File: src/hw/rtl/wrapped_rect_splitter_core_defines.svh
// Assertion macros used by the splitter core RTL.
`ifndef WRAPPED_RECT_SPLITTER_CORE_DEFINES_SVH
`define WRAPPED_RECT_SPLITTER_CORE_DEFINES_SVH

`ifndef SYNTHESIS

`define WRS_ASSERT_IMP(label, clk, rst, ante, cons) \
   label: assert property (@(posedge clk) disable iff (rst) (ante) |-> (cons)) \
      else $error("splitter assertion failed");

`define WRS_ASSERT_NXT(label, clk, rst, ante, cons) \
   label: assert property (@(posedge clk) disable iff (rst) (ante) |=> (cons)) \
      else $error("splitter assertion failed");

`else

`define WRS_ASSERT_IMP(label, clk, rst, ante, cons)

`define WRS_ASSERT_NXT(label, clk, rst, ante, cons)

`endif

`endif

File: src/hw/rtl/wrs_pkg.sv
package wrs_pkg;

   localparam int COORD_BITS = 12;

   typedef logic [COORD_BITS-1:0] coord_type;
   typedef logic [COORD_BITS:0]   wide_type;

   // Remainder is built a few dividend bits per pipeline stage.
   localparam int DIV_DIGIT  = 4;
   localparam int DIV_STAGES = (COORD_BITS + DIV_DIGIT - 1) / DIV_DIGIT;
   localparam int DIV_W      = DIV_STAGES * DIV_DIGIT;

   typedef logic [DIV_DIGIT-1:0] digit_type;
   typedef logic [DIV_W-1:0]     dividend_type;

   localparam int CSR_ADDR_BITS = 4;
   localparam int CSR_DATA_BITS = 32;

   typedef logic [1:0] csr_idx_type;

   localparam csr_idx_type CSR_DEV_WIDTH    = 2'd0;
   localparam csr_idx_type CSR_DEV_HEIGHT   = 2'd1;
   localparam csr_idx_type CSR_IMAGE_HEIGHT = 2'd2;

   localparam coord_type DEV_WIDTH_RST    = coord_type'(512);
   localparam coord_type DEV_HEIGHT_RST   = coord_type'(480);
   localparam coord_type IMAGE_HEIGHT_RST = coord_type'(960);

   typedef struct packed {
      coord_type rect_left;
      coord_type rect_top;
      coord_type rect_right;
      coord_type rect_bottom;
   } req_type;

   typedef struct packed {
      coord_type src_left;
      coord_type src_low_edge;
      coord_type src_right;
      coord_type src_high_edge;
      coord_type dst_left;
      coord_type dst_low_edge;
      coord_type dst_right;
      coord_type dst_high_edge;
      logic      too_big;
      logic      last_piece;
   } rsp_type;

   typedef struct packed {
      req_type   req;
      coord_type h;
      coord_type v;
      logic      empty;
      coord_type rem_x;
      coord_type rem_y;
   } stage_type;

   // Everything the piece sequencer needs for one rectangle.
   typedef struct packed {
      logic      big;
      logic      split_x;
      logic      split_y;
      coord_type l;
      coord_type bx;
      coord_type r;
      coord_type t;
      coord_type by;
      coord_type b;
      coord_type dl;
      coord_type x_a_end;
      coord_type x_b_end;
      coord_type dt;
      coord_type y_a_end;
      coord_type y_b_end;
   } item_type;

   // A few restoring division steps; only the remainder is kept.
   function automatic coord_type div_digit(coord_type rem, digit_type bits, coord_type d);
      coord_type r_loc;
      wide_type  acc;
      r_loc = rem;
      for (int i = DIV_DIGIT - 1; i >= 0; i--) begin
         acc = {r_loc, bits[i]};
         if (acc >= {1'b0, d}) begin
            acc = acc - {1'b0, d};
         end
         r_loc = acc[COORD_BITS-1:0];
      end
      return r_loc;
   endfunction

endpackage

File: src/hw/rtl/wrs_emitter.sv
module wrs_emitter (
   input  logic                clock,
   input  logic                reset,
   input  logic                item_valid,
   input  wrs_pkg::item_type   item,
   input  wrs_pkg::coord_type  dev_height,
   input  wrs_pkg::coord_type  image_height,
   output logic                load_ready,
   output logic                rsp_valid,
   output wrs_pkg::rsp_type    rsp_data
);

   wrs_pkg::item_type  cur_ff;
   logic               cur_valid_ff;
   logic [1:0]         idx_ff;
   logic               rsp_valid_ff;
   wrs_pkg::rsp_type   rsp_data_ff;
   wrs_pkg::rsp_type   rsp_data_in;

   logic               px;
   logic               py;
   logic               last;
   logic               load;
   wrs_pkg::coord_type st;
   wrs_pkg::coord_type sb;
   wrs_pkg::coord_type dtop;
   wrs_pkg::coord_type dbot;

   // Pieces go out upper row first, left before right.
   always_comb begin
      unique case ({cur_ff.split_y, cur_ff.split_x})
         2'b00: begin
            px   = 1'b0;
            py   = 1'b0;
            last = 1'b1;
         end
         2'b01: begin
            px   = idx_ff[0];
            py   = 1'b0;
            last = idx_ff[0];
         end
         2'b10: begin
            px   = 1'b0;
            py   = idx_ff[0];
            last = idx_ff[0];
         end
         default: begin
            px   = idx_ff[0];
            py   = idx_ff[1];
            last = &idx_ff;
         end
      endcase
      if (cur_ff.big) begin
         last = 1'b1;
      end
   end

   assign load_ready = !cur_valid_ff || last;
   assign load       = item_valid && load_ready;

   always_comb begin
      st   = py ? cur_ff.by : cur_ff.t;
      sb   = (!py && cur_ff.split_y) ? cur_ff.by : cur_ff.b;
      dtop = py ? '0 : cur_ff.dt;
      dbot = py ? cur_ff.y_b_end : cur_ff.y_a_end;
      rsp_data_in.src_left      = px ? cur_ff.bx : cur_ff.l;
      rsp_data_in.src_right     = (!px && cur_ff.split_x) ? cur_ff.bx : cur_ff.r;
      rsp_data_in.src_low_edge  = image_height - sb;
      rsp_data_in.src_high_edge = image_height - st;
      rsp_data_in.dst_left      = px ? '0 : cur_ff.dl;
      rsp_data_in.dst_right     = px ? cur_ff.x_b_end : cur_ff.x_a_end;
      rsp_data_in.dst_low_edge  = dev_height - dbot;
      rsp_data_in.dst_high_edge = dev_height - dtop;
      rsp_data_in.too_big       = 1'b0;
      rsp_data_in.last_piece    = last;
      if (cur_ff.big) begin
         rsp_data_in            = '0;
         rsp_data_in.too_big    = 1'b1;
         rsp_data_in.last_piece = 1'b1;
      end
   end

   always_ff @(posedge clock) begin
      if (reset) begin
         cur_valid_ff <= 1'b0;
         idx_ff       <= '0;
         rsp_valid_ff <= 1'b0;
      end else begin
         rsp_valid_ff <= cur_valid_ff;
         if (load) begin
            cur_valid_ff <= 1'b1;
            idx_ff       <= '0;
         end else if (cur_valid_ff) begin
            cur_valid_ff <= !last;
            idx_ff       <= idx_ff + 2'd1;
         end
      end
   end

   always_ff @(posedge clock) begin
      if (load) begin
         cur_ff <= item;
      end
      rsp_data_ff <= rsp_data_in;
   end

   assign rsp_valid = rsp_valid_ff;
   assign rsp_data  = rsp_data_ff;

endmodule

File: src/hw/rtl/wrapped_rect_splitter_core.sv
// The first result of a request passes the entry register, the remainder pipeline (three stages
// of 4-bit restoring steps), the piece register and the output register.
// Throughput: one result per cycle; a request holds the piece sequencer until all of its pieces
// (1, 2 or 4) are out, so busy rises behind a split request. Empty requests never enter it.
// Reset (synchronous, active high) drops all requests in flight and restores the registers
// to 512 / 480 / 960. Results cannot be held off by the receiver.
`include "wrapped_rect_splitter_core_defines.svh"

module wrapped_rect_splitter_core (
   input  logic                                clock,
   input  logic                                reset,
   input  logic                                start,
   output logic                                busy,
   input  wrs_pkg::req_type                    req_data,
   output logic                                rsp_valid,
   output wrs_pkg::rsp_type                    rsp_data,
   input  logic                                csr_psel,
   input  logic                                csr_penable,
   input  logic                                csr_pwrite,
   input  logic [wrs_pkg::CSR_ADDR_BITS-1:0]   csr_paddr,
   input  logic [wrs_pkg::CSR_DATA_BITS-1:0]   csr_pwdata,
   output logic [wrs_pkg::CSR_DATA_BITS-1:0]   csr_prdata,
   output logic                                csr_pready
);

   wrs_pkg::coord_type   dev_width_ff;
   wrs_pkg::coord_type   dev_height_ff;
   wrs_pkg::coord_type   image_height_ff;
   wrs_pkg::csr_idx_type csr_idx;
   logic                 csr_wr;

   logic                 vld_ff [0:wrs_pkg::DIV_STAGES];
   wrs_pkg::stage_type   st_ff  [0:wrs_pkg::DIV_STAGES];
   wrs_pkg::stage_type   st_in  [0:wrs_pkg::DIV_STAGES];
   wrs_pkg::stage_type   last_stage;

   logic                 stall;
   logic                 item_valid;
   logic                 load_ready;
   wrs_pkg::item_type    item;

   wrs_pkg::wide_type    ex;
   wrs_pkg::wide_type    ey;
   wrs_pkg::wide_type    ex_wrap;
   wrs_pkg::wide_type    ey_wrap;
   wrs_pkg::wide_type    bx_w;
   wrs_pkg::wide_type    by_w;

   // Configuration port.
   assign csr_pready = 1'b1;
   assign csr_wr     = csr_psel && csr_penable && csr_pwrite && csr_pready;
   assign csr_idx    = csr_paddr[3:2];

   always_ff @(posedge clock) begin
      if (reset) begin
         dev_width_ff    <= wrs_pkg::DEV_WIDTH_RST;
         dev_height_ff   <= wrs_pkg::DEV_HEIGHT_RST;
         image_height_ff <= wrs_pkg::IMAGE_HEIGHT_RST;
      end else if (csr_wr) begin
         unique case (csr_idx)
            wrs_pkg::CSR_DEV_WIDTH:    dev_width_ff    <= csr_pwdata[wrs_pkg::COORD_BITS-1:0];
            wrs_pkg::CSR_DEV_HEIGHT:   dev_height_ff   <= csr_pwdata[wrs_pkg::COORD_BITS-1:0];
            wrs_pkg::CSR_IMAGE_HEIGHT: image_height_ff <= csr_pwdata[wrs_pkg::COORD_BITS-1:0];
            default: ;
         endcase
      end
   end

   always_comb begin
      unique case (csr_idx)
         wrs_pkg::CSR_DEV_WIDTH:    csr_prdata = wrs_pkg::CSR_DATA_BITS'(dev_width_ff);
         wrs_pkg::CSR_DEV_HEIGHT:   csr_prdata = wrs_pkg::CSR_DATA_BITS'(dev_height_ff);
         wrs_pkg::CSR_IMAGE_HEIGHT: csr_prdata = wrs_pkg::CSR_DATA_BITS'(image_height_ff);
         default:                   csr_prdata = '0;
      endcase
   end

   // Entry stage: extents and the empty check.
   always_comb begin
      st_in[0].req   = req_data;
      st_in[0].h     = req_data.rect_right - req_data.rect_left;
      st_in[0].v     = req_data.rect_bottom - req_data.rect_top;
      st_in[0].empty = (req_data.rect_right <= req_data.rect_left) ||
                       (req_data.rect_bottom <= req_data.rect_top);
      st_in[0].rem_x = '0;
      st_in[0].rem_y = '0;
   end

   // Remainder stages: each consumes the next dividend digit of both axes.
   for (genvar k = 0; k < wrs_pkg::DIV_STAGES; k++) begin : g_div
      wrs_pkg::dividend_type pad_x;
      wrs_pkg::dividend_type pad_y;
      assign pad_x = wrs_pkg::DIV_W'(st_ff[k].req.rect_left);
      assign pad_y = wrs_pkg::DIV_W'(st_ff[k].req.rect_top);
      always_comb begin
         st_in[k+1]       = st_ff[k];
         st_in[k+1].rem_x = wrs_pkg::div_digit(st_ff[k].rem_x,
            pad_x[wrs_pkg::DIV_W-1-k*wrs_pkg::DIV_DIGIT -: wrs_pkg::DIV_DIGIT],
            dev_width_ff);
         st_in[k+1].rem_y = wrs_pkg::div_digit(st_ff[k].rem_y,
            pad_y[wrs_pkg::DIV_W-1-k*wrs_pkg::DIV_DIGIT -: wrs_pkg::DIV_DIGIT],
            dev_height_ff);
      end
   end

   // Stages advance together; they all hold while the last stage has an item the sequencer cannot take.
   always_ff @(posedge clock) begin
      if (reset) begin
         for (int k = 0; k <= wrs_pkg::DIV_STAGES; k++) begin
            vld_ff[k] <= 1'b0;
         end
      end else if (!stall) begin
         vld_ff[0] <= start;
         for (int k = 0; k < wrs_pkg::DIV_STAGES; k++) begin
            vld_ff[k+1] <= vld_ff[k];
         end
      end
   end

   always_ff @(posedge clock) begin
      if (!stall) begin
         for (int k = 0; k <= wrs_pkg::DIV_STAGES; k++) begin
            st_ff[k] <= st_in[k];
         end
      end
   end

   assign last_stage = st_ff[wrs_pkg::DIV_STAGES];

   // Split decision. The tile boundary is l - (l mod d) + d, so no multiply is needed.
   always_comb begin
      ex      = {1'b0, last_stage.rem_x} + {1'b0, last_stage.h};
      ey      = {1'b0, last_stage.rem_y} + {1'b0, last_stage.v};
      ex_wrap = ex - {1'b0, dev_width_ff};
      ey_wrap = ey - {1'b0, dev_height_ff};
      bx_w    = {1'b0, last_stage.req.rect_left} - {1'b0, last_stage.rem_x}
                + {1'b0, dev_width_ff};
      by_w    = {1'b0, last_stage.req.rect_top} - {1'b0, last_stage.rem_y}
                + {1'b0, dev_height_ff};

      item.big     = (dev_width_ff == '0) || (dev_height_ff == '0) ||
                     (last_stage.h > dev_width_ff) || (last_stage.v > dev_height_ff);
      item.split_x = ex > {1'b0, dev_width_ff};
      item.split_y = ey > {1'b0, dev_height_ff};
      item.l       = last_stage.req.rect_left;
      item.r       = last_stage.req.rect_right;
      item.t       = last_stage.req.rect_top;
      item.b       = last_stage.req.rect_bottom;
      item.bx      = bx_w[wrs_pkg::COORD_BITS-1:0];
      item.by      = by_w[wrs_pkg::COORD_BITS-1:0];
      item.dl      = last_stage.rem_x;
      item.dt      = last_stage.rem_y;
      item.x_a_end = item.split_x ? dev_width_ff : ex[wrs_pkg::COORD_BITS-1:0];
      item.y_a_end = item.split_y ? dev_height_ff : ey[wrs_pkg::COORD_BITS-1:0];
      item.x_b_end = ex_wrap[wrs_pkg::COORD_BITS-1:0];
      item.y_b_end = ey_wrap[wrs_pkg::COORD_BITS-1:0];
   end

   assign item_valid = vld_ff[wrs_pkg::DIV_STAGES] && !last_stage.empty;
   assign stall      = item_valid && !load_ready;
   assign busy       = stall;

   wrs_emitter u_emitter (
      .clock        (clock),
      .reset        (reset),
      .item_valid   (item_valid),
      .item         (item),
      .dev_height   (dev_height_ff),
      .image_height (image_height_ff),
      .load_ready   (load_ready),
      .rsp_valid    (rsp_valid),
      .rsp_data     (rsp_data)
   );

   // An oversized rectangle is reported as a single piece.
   `WRS_ASSERT_IMP(a_big_is_last, clock, reset, rsp_valid && rsp_data.too_big, rsp_data.last_piece)
   // Pieces of one rectangle leave on consecutive cycles.
   `WRS_ASSERT_NXT(a_pieces_back_to_back, clock, reset, rsp_valid && !rsp_data.last_piece, rsp_valid)
   // A stalled pipeline keeps its oldest request intact.
   `WRS_ASSERT_NXT(a_hold_on_busy, clock, reset, busy, $stable(last_stage) && vld_ff[wrs_pkg::DIV_STAGES])

endmodule

File: config.mk
export PLATFORM = sky130hd
export DESIGN_NAME = wrapped_rect_splitter_core
export DESIGN_NICKNAME = d
export VERILOG_FILES = /design/src/hw/rtl/wrs_pkg.sv /design/src/hw/rtl/wrs_emitter.sv /design/src/hw/rtl/wrapped_rect_splitter_core.sv
export VERILOG_INCLUDE_DIRS = /design/src /design/src/hw/rtl
export SDC_FILE = /design/constraint.sdc
export NUM_CORES = 2
export LEC_CHECK = 0
export CAP_MARGIN = 20
export CORE_MARGIN = 2
export CORE_UTILIZATION = 54
export DETAILED_ROUTE_END_ITERATION = 7
export DONT_BUFFER_PORTS = 1
export GPL_ROUTABILITY_DRIVEN = 0
export PLACE_DENSITY_LB_ADDON = 0.08
export SLEW_MARGIN = 25
export SYNTH_ARGS = -nofsm -noshare
export SYNTH_HDL_FRONTEND = slang
export SYNTH_SLANG_ARGS = --single-unit
File: constraint.sdc
create_clock -name clock -period 18.8 [get_ports clock]
set_clock_uncertainty 0.1 [all_clocks]
set_input_delay 3.76 -clock clock [delete_from_list [all_inputs] [get_ports clock]]
set_output_delay 3.76 -clock clock [all_outputs]
set_load 0.005 [all_outputs]
==> metrics.txt <==
crit-path max cell delay=0.57 ns; predominant post-synthesis flop cell=edfxtp_1; total congestion overflow=0; worst endpoint required time=about 19 ns; Die X-Extent=285 µm; critical path launch point type=flop; Commonest cells post-synth=515 x edfxtp_1, 436 x ha_1, 359 x nand2_1; worst hold path type=reg2reg; ANT nets after route=0; #FFs+latches synth=653; Ports=~220; shortest period the worst path allows=roughly 12 ns; initial antenna violation count=2; Yosys warning total=0; initial DRC count=roughly 2,200; Die Ht=approximately 290 µm; die area=0.0813 mm²; share of cells above drive strength 1=0.0839; final WL=106,000 µm; effective utilization at floorplan=0.543; Post-CTS Resized=0; first-pass GRT wire length=roughly 160,000 µm; xor/xnor share of the synthesized area=0.0519; post-synthesis cell type count=89; core area=0.0786 mm²; max cap viols=0; via count of the first global-routing pass=28,700; cts bufs inserted=72; nets@finish=4,741; Achievable Freq=about 84 MHz; Worst slew margin=0.310; ranking of synthesized cells by area=edfxtp_1 36%, ha_1 13%, dfxtp_1 6.5%; area delta synth->final=8.94%; CP most frequent cell=o21ai_0; Max Root-Sink Buffers=3; total number of vias=30,500; 1st-pass router iterations=5; cts hold-fix bufs=0; Multi-input gate area=about 0.023 mm²; Rows=103; IO Port Bufs=0; Avg WL per Cell=20.2 µm; Final Cycle Share=0.631; largest net degree at the start of global routing=155; Via density=5.78; status=finished clean; Synth Area in Simple Gates=0.126; Worst Setup End Kind=flop; GR Util All Layers=0.258; leading area contributor after synthesis=edfxtp_1; syn avg cell area=between 10 and 15 µm²; RSZ-0062 raised after global routing=no; cell area after synthesis=0.0427 mm²; Yosys top cell area share=0.363; largest family of logic cells by synthesized area=adder cells; Synth Area in Compound Gates=0.139; asr flop ratio synth=0; H-tree depth=3; Gate Count Post-Synth=4,118; Sink Count=653; worst setup path class=reg2reg; area occupied by registers=0.0182 mm²; # fillers=6,738; Critical Path AT=12.20 ns; Final TNS setup=0 ns; adder-cell share of the synthesized area=0.153; register area share after synthesis=0.427; post-synthesis mux area share=0.0606; CTS tree=done; Clock Tree Root=clkbuf_16; most numerous cell in the Yosys netlist=edfxtp_1; final setup violation count=0; HPWL Detailed=80,000 µm; Hold Vio Cnt, Final=0; Slew Viols, Final=0; Max FO, Critical Path=20; CP max-delay cell=dfxtp_1; Worst-path clk slew=0.06 ns; EDFF count, synth=515; DRC viols=0; # Post-CTS Setup Buffers=0; worst-margin pin slew=1.04 ns; clock latency on the worst-skew pair=0.62 ns
-- per-layer routing --
| layer | track usage | share of wire |
|---|---|---|
| met1 | 0.377 | 0.48 |
| met2 | 0.402 | 0.44 |
| met3 | 0.0399 | 0.058 |
| met4 | 0.0668 | 0.023 |
| met5 | 0 | 0.00028 |
-- cell type report --
cell class / count / share of cell area
clock inverters: 46 / 0.0114
clock buffers: 88 / 0.0423
inverters: 335 / 0.0272
well taps: 1050 / 0.0283
flip-flops and latches: 653 / 0.392
repair buffers: 48 / 0.00802
multi-input cells: 3051 / 0.490
diodes: 1 / 0.0000538
-- path summary, 6_finish.rpt --
kind                    startpoint            to  slack [ns]  cells after the start
setup / recovery  dev_height_ff[4]   st_ff[3][7]        6.93                     43
hold / removal        st_ff[2][41]  st_ff[3][41]        0.30                      0
setup reg to reg  dev_height_ff[4]   st_ff[3][7]        6.93                     43
hold reg to reg       st_ff[2][41]  st_ff[3][41]        0.30                      0
-- cells in the final DEF, fill, tap and decap left out, drive strengths merged, types with 138 or more instances in the layout --
cell and count:
edfxtp 515, xnor2 176, inv 343, nand2 359, nor2 245, dfxtp 138, mux2 152, ha 436
a21oi 287, o21ai 231
-- registers in the layout, indices dropped and copies added, names as in the netlist --
register                count
u_emitter.idx_ff            2
vld_ff                      4
image_height_ff            12
u_emitter.cur_valid_ff      1
st_ff                     364
dev_height_ff              12
u_emitter.rsp_valid         1
dev_width_ff               12
u_emitter.rsp_data         98
u_emitter.cur_ff          147
-- critical path, delay by kind of cell, from the launching register on --
family / cells / cell delay [ns]
flops: 1 / 0.57
fa+ha+maj: 4 / 1.38
compound gates: 24 / 6.04
buf+inv: 6 / 1.01
simple gates: 9 / 2.55
-- cell families after synthesis --
logic type / count (synthesis)
adder cells (fa/ha/maj): 490
AND/OR/NAND/NOR: 1119
AO/OA/AOI/OAI: 933
XOR/XNOR: 253
buffers and inverters: 433
flip-flops: 653
other: 2
multiplexers: 235
-- through the flow --
| stage | area, µm² | setup slack, ns | cells | hold WS (ns) | util |
|---|---|---|---|---|---|
| after floorplan | 42700 | 8.24 | 4137 | 0.246 | - |
| after global placement | 43900 | 6.91 | 5136 | 0.301 | 0.559 |
| after detailed placement | 44000 | 6.68 | 5137 | 0.305 | 0.559 |
| after CTS | 46500 | 6.66 | 5271 | 0.302 | 0.591 |
| after global routing | 46500 | 6.11 | 5271 | 0.310 | 0.591 |
| final | 46500 | 6.93 | 5272 | 0.298 | 0.591 |
Power is not shown: default switching activity piles up to over one toggle a cycle in this logic, so the estimate is an artifact.
